[src/rtl/core/bmpq_pkg.sv]
package bmpq_pkg;

  localparam int DEPTH_DEFAULT = 8;
  localparam int DATA_W        = 32;
  localparam int OCC_W         = 4;
  localparam int STATUS_W      = 2;

  typedef enum logic [STATUS_W-1:0] {
    ST_OK    = 2'd0,
    ST_FULL  = 2'd1,
    ST_EMPTY = 2'd2
  } status_t;

  typedef enum logic {
    CMD_PUSH = 1'b0,
    CMD_POP  = 1'b1
  } cmd_t;

  typedef struct packed {
    logic signed [DATA_W-1:0] priority_q;
    logic signed [DATA_W-1:0] value_q;
  } entry_t;

  typedef struct packed {
    logic push;
    logic pop;
    logic occupied;
  } cell_ctl_t;

  // a ranks above b: higher priority, or equal priority and larger value
  function automatic logic entry_gt(entry_t a, entry_t b);
    logic pri_gt;
    logic pri_eq;
    logic val_gt;
    pri_gt = a.priority_q > b.priority_q;
    pri_eq = a.priority_q == b.priority_q;
    val_gt = a.value_q > b.value_q;
    return pri_gt || (pri_eq && val_gt);
  endfunction

endpackage

[src/rtl/core/bmpq_cell.sv]
module bmpq_cell (
  input  logic              clk,
  input  bmpq_pkg::cell_ctl_t ctl,
  input  bmpq_pkg::entry_t  new_entry,
  input  bmpq_pkg::entry_t  up_entry,
  input  logic              up_beat,
  input  bmpq_pkg::entry_t  dn_entry,
  output bmpq_pkg::entry_t  entry,
  output logic              beat
);
  import bmpq_pkg::*;

  entry_t entry_r;
  entry_t entry_nxt;

  // new item outranks this cell, an empty cell loses to anything
  assign beat  = ctl.occupied ? entry_gt(new_entry, entry_r) : 1'b1;
  assign entry = entry_r;

  always_comb begin
    entry_nxt = entry_r;
    if (ctl.push) begin
      if (up_beat) begin
        entry_nxt = up_entry;
      end else if (beat) begin
        entry_nxt = new_entry;
      end
    end else if (ctl.pop) begin
      entry_nxt = dn_entry;
    end
  end

  always_ff @(posedge clk) begin
    entry_r <= entry_nxt;
  end

endmodule

[src/rtl/core/bounded_max_priority_queue.sv]
// Bounded max priority queue of (value, priority) pairs.
// Input channel (in_valid/in_ready): in_cmd selects push or pop; a push
// carries in_item_value and in_item_priority, which a pop ignores.
// Result channel (out_valid/out_ready): one item per input item with
// out_status (ok, full, empty), the popped pair on a good pop (else zero)
// and out_occupancy, the count held after the operation.
// Entries sit in a row of cells kept sorted, highest first: a push inserts
// with every cell comparing against the new pair, a pop takes the head and
// shifts the row up by one.
// The result is registered and appears in the cycle after the item is accepted.
// Throughput: one item per cycle while out_ready is high; the single
// output register holds a result until taken, and in_ready is low only
// while that register is full and out_ready is low.
// Reset (rst_n low, synchronous) empties the queue and drops any pending
// result; cell contents are not cleared, as the count marks held cells.
module bounded_max_priority_queue #(
  parameter int DEPTH = bmpq_pkg::DEPTH_DEFAULT
) (
  input  logic                                clk,
  input  logic                                rst_n,
  input  logic                                in_valid,
  output logic                                in_ready,
  input  logic                                in_cmd,
  input  logic signed [bmpq_pkg::DATA_W-1:0]  in_item_value,
  input  logic signed [bmpq_pkg::DATA_W-1:0]  in_item_priority,
  output logic                                out_valid,
  input  logic                                out_ready,
  output logic        [bmpq_pkg::STATUS_W-1:0] out_status,
  output logic signed [bmpq_pkg::DATA_W-1:0]  out_popped_value,
  output logic signed [bmpq_pkg::DATA_W-1:0]  out_popped_priority,
  output logic        [bmpq_pkg::OCC_W-1:0]   out_occupancy
);
  import bmpq_pkg::*;

  localparam int CNT_W = $clog2(DEPTH + 1);

  logic [CNT_W-1:0] count_r;
  logic [CNT_W-1:0] count_nxt;
  logic             out_valid_r;
  logic             out_valid_nxt;
  status_t          status_r;
  status_t          status_nxt;
  entry_t           res_r;
  entry_t           res_nxt;
  logic [CNT_W-1:0] occ_r;

  logic   accept;
  logic   is_full;
  logic   is_empty;
  logic   do_push;
  logic   do_pop;
  entry_t new_entry;
  entry_t cell_q [DEPTH];
  logic   beat [DEPTH];

  assign in_ready  = !out_valid_r || out_ready;
  assign accept    = in_valid && in_ready;
  assign is_full   = count_r == CNT_W'(DEPTH);
  assign is_empty  = count_r == '0;
  assign do_push   = accept && (in_cmd == CMD_PUSH) && !is_full;
  assign do_pop    = accept && (in_cmd == CMD_POP) && !is_empty;
  assign new_entry = '{priority_q: in_item_priority, value_q: in_item_value};

  genvar i;
  generate
    for (i = 0; i < DEPTH; i++) begin : g_cell
      cell_ctl_t ctl;
      entry_t    up_entry;
      logic      up_beat;
      entry_t    dn_entry;

      assign ctl.push     = do_push;
      assign ctl.pop      = do_pop;
      assign ctl.occupied = CNT_W'(i) < count_r;

      if (i == 0) begin : g_head
        assign up_entry = new_entry;
        assign up_beat  = 1'b0;
      end else begin : g_body
        assign up_entry = cell_q[i-1];
        assign up_beat  = beat[i-1];
      end

      if (i == DEPTH - 1) begin : g_tail
        assign dn_entry = cell_q[i];
      end else begin : g_mid
        assign dn_entry = cell_q[i+1];
      end

      bmpq_cell u_cell (
        .clk       (clk),
        .ctl       (ctl),
        .new_entry (new_entry),
        .up_entry  (up_entry),
        .up_beat   (up_beat),
        .dn_entry  (dn_entry),
        .entry     (cell_q[i]),
        .beat      (beat[i])
      );
    end
  endgenerate

  always_comb begin
    count_nxt     = count_r;
    out_valid_nxt = out_valid_r;
    status_nxt    = status_r;
    res_nxt       = res_r;
    if (out_ready) begin
      out_valid_nxt = 1'b0;
    end
    if (accept) begin
      out_valid_nxt = 1'b1;
      status_nxt    = ST_OK;
      res_nxt       = '0;
      if (in_cmd == CMD_PUSH) begin
        if (is_full) begin
          status_nxt = ST_FULL;
        end else begin
          count_nxt = count_r + 1'b1;
        end
      end else begin
        if (is_empty) begin
          status_nxt = ST_EMPTY;
        end else begin
          res_nxt   = cell_q[0];
          count_nxt = count_r - 1'b1;
        end
      end
    end
  end

  always_ff @(posedge clk) begin
    if (!rst_n) begin
      count_r     <= '0;
      out_valid_r <= 1'b0;
    end else begin
      count_r     <= count_nxt;
      out_valid_r <= out_valid_nxt;
    end
  end

  always_ff @(posedge clk) begin
    status_r <= status_nxt;
    res_r    <= res_nxt;
    if (accept) begin
      occ_r <= count_nxt;
    end
  end

  assign out_valid           = out_valid_r;
  assign out_status          = status_r;
  assign out_popped_value    = res_r.value_q;
  assign out_popped_priority = res_r.priority_q;
  assign out_occupancy       = OCC_W'(occ_r);

endmodule
[config.mk]
export PLATFORM = sky130hd
export DESIGN_NAME = bounded_max_priority_queue
export DESIGN_NICKNAME = d
export VERILOG_FILES = /design/src/rtl/core/bmpq_pkg.sv /design/src/rtl/core/bmpq_cell.sv /design/src/rtl/core/bounded_max_priority_queue.sv
export SDC_FILE = /design/constraint.sdc
export NUM_CORES = 2
export LEC_CHECK = 0
export BUFFER_PORTS_ARGS = -buffer_cell sky130_fd_sc_hd__buf_2
export CORE_MARGIN = 5
export CORE_UTILIZATION = 26
export DETAILED_ROUTE_END_ITERATION = 12
export PLACE_DENSITY = 0.39
export SLEW_MARGIN = 20
export SYNTH_ARGS = -nofsm -noshare
export SYNTH_HDL_FRONTEND = slang
export SYNTH_HIERARCHICAL = 1
export SYNTH_SLANG_ARGS = --single-unit
[constraint.sdc]
create_clock -name clk -period 5.3 [get_ports clk]
set_clock_uncertainty 0.1 [all_clocks]
set_input_delay 0.265 -clock clk [delete_from_list [all_inputs] [get_ports clk]]
set_output_delay 0.265 -clock clk [all_outputs]
set_load 0.05 [all_outputs]
==> results.toml <==
[worst_setup_path]
worstReg2RegStart = "g_cell[4].u_cell/entry[31]"
cp-start-kind = "register"
worst-path-max-fanout = 41
crit_required_ns = 5.59
criticalPathCategory = "register to register"
worstReg2RegEnd = "g_cell[5].u_cell/entry[44]"
cp-end-kind = "register"
worstSetupStartpoint = "g_cell[4].u_cell/entry[31]"
r2r_cells = 12
r2r_slack_ns = 0.40
arrival_ns = 5.20

[power_and_ir_drop]
p_leak_nw = 24.0
ir_worst_vdd_mv = 0.204
powerDensity_nw_per_um2 = 312
power_mw = 15.3

[final_layout]
synthToLayoutAreaGrowth_pct = 15.8
utilization_pct = 30.2
finalNonFillerCells = 6715
drive_above_1_share_pct = 10.2
final_cell_area_sq_um = 49100
nets = 5050

[drt]
dr.pass1.iters = 5
wl_microns = 141000
vias_per_cell = 4.70
drt_iter0_drc = 1731
vias = 31600
detail_route.wl_per_cell_microns = 21.1
drc_errors = 0
drtAntennaViolNets = 0

[clocking]
cts_setup_buffers = 0
hold_buffers = 6
cts_inserted_buffers = 81
cts_resized = 0
cts_tree = "built"
h-tree-depth = 3
cts.sinks = 587
clock_path_buffers = 3
clock_latency_ns = 0.68
clk_pin_slew_worst_paths_ns = 0.06
cts_root_buf = "clkbuf_16"

[placed_design]
hpwl_microns = 102000
dp.cells = 6551
port_buffers = 140
gp_congestion = 0.789
post_dp_cell_area_sq_um = 46500
place_ws_ns = 0.255

[worst_hold_path]
hold_start = "in_item_value[8]"
hp-class = "input pin to register"
hold_path_end = "g_cell[2].u_cell/entry[8]"
holdPathStages = 3

[global_route]
antenna_found_initial = 27
grt_pass1_vias = 31600
track_usage_pct = 16.2
grt-ovfl-total = 0
grt_pass1_wl_microns = 210000
grt_max_degree = 222

[sta]
hold_violations = 0
max_freq_ghz = 0.204
finalSetupTns_ns = 0
final.min_clock_period_ns = 4.90
setup_ws_ns = 0.398
drv_slew = 0
hold_ws_ns = 0.0804
rsz0062_at_grt = "false"
timing.final.crit_share_pct = 92.5
tightest_slew_ns = 1.12
setup_viol = 0
relSlewSlack_pct = 24.1

[synth]
syn_inst = 4309
syn_area_sq_um = 42400
syn_area_per_cell_sq_um = 9.83
yosysWarnings = 6

[status]
status = "completed"

[die]
initial_core_util_pct = 26.1
die_w_microns = 414
die_area_sq_um = 171000
rows = 148
io_pins = 141
fp.dieH_microns = 414
core_region_area_sq_um = 162000

[job]
maxCapViolCount = 0
[worst max-delay path by stage]
stage / end / slack, ns / cells past startpoint
final: g_cell[5].u_cell/entry[44] / 0.40 / 12
after global placement: g_cell[5].u_cell/entry[46] / 0.17 / 13
after floorplan: g_cell[2].u_cell/entry[0] / 0.08 / 7
after CTS: g_cell[5].u_cell/entry[44] / 0.38 / 12
after detailed placement: g_cell[5].u_cell/entry[44] / 0.25 / 13
after global routing: g_cell[5].u_cell/entry[50] / 0.27 / 12
[power by group]
part | total, mW | internal (mW) | switching, mW
registers | 6.22 | 5.81 | 0.411
logic | 3.75 | 1.36 | 2.38
clock network | 5.36 | 3.06 | 2.30
total | 15.3 | 10.2 | 5.09
[critical path, cell delays in order (launching register included)]
cell,delay (ns)
edfxtp_1,0.43
inv_1,0.06
ha_1,0.41
and4_1,0.28
nand2_1,0.13
nor4_2,0.84
o41ai_2,0.34
o211ai_1,0.38
mux2_4,0.38
nand3_4,0.10
buf_4,0.68
mux2i_1,0.30
a21oi_1,0.09
[layout make-up]
class,instances,area (sq um)
Timing Repair Buffer,259,2000
Clock inverter,57,404
Sequential cell,587,17600
Clock buffer,95,2120
Tap cell,2175,2720
Inverter,556,2090
Multi-Input combinational cell,2980,22100
Fill cell,17100,113000
Antenna cell,6,15.0
[registers in the layout (all words and copies together), names as in the netlist]
signal / cells
count_r: 4
g_cell.u_cell/entry: 512
out_occupancy: 4
out_popped_priority: 32
out_popped_value: 32
out_status: 2
out_valid: 1
[per-layer routing]
metal | wire length (microns) | vias up | global-route usage [%]
met3 | 5460 | 149 | 2.16
met1 | 71800 | 15000 | 23.8
met2 | 61500 | 493 | 25.1
met5 | 65 | - | 0
li1 | - | 15900 | -
met4 | 2700 | 10 | 3.94
[layout by cell type (no fill, tap or decap), types with 25 or more instances in the layout]
master and n:
buf_4 83, o211ai_1 25, ha_1 516, edfxtp_1 582, inv_1 555, clkinv_1 27, nor2_1 569, a21oi_1 703
buf_2 139, and3_1 66, clkbuf_16 83, buf_12 31, nand2_1 124, o21ai_0 63, nand3_1 50, nand4_1 66
mux2i_1 512, a21o_1 36
(Power assumes the default switching activity.)
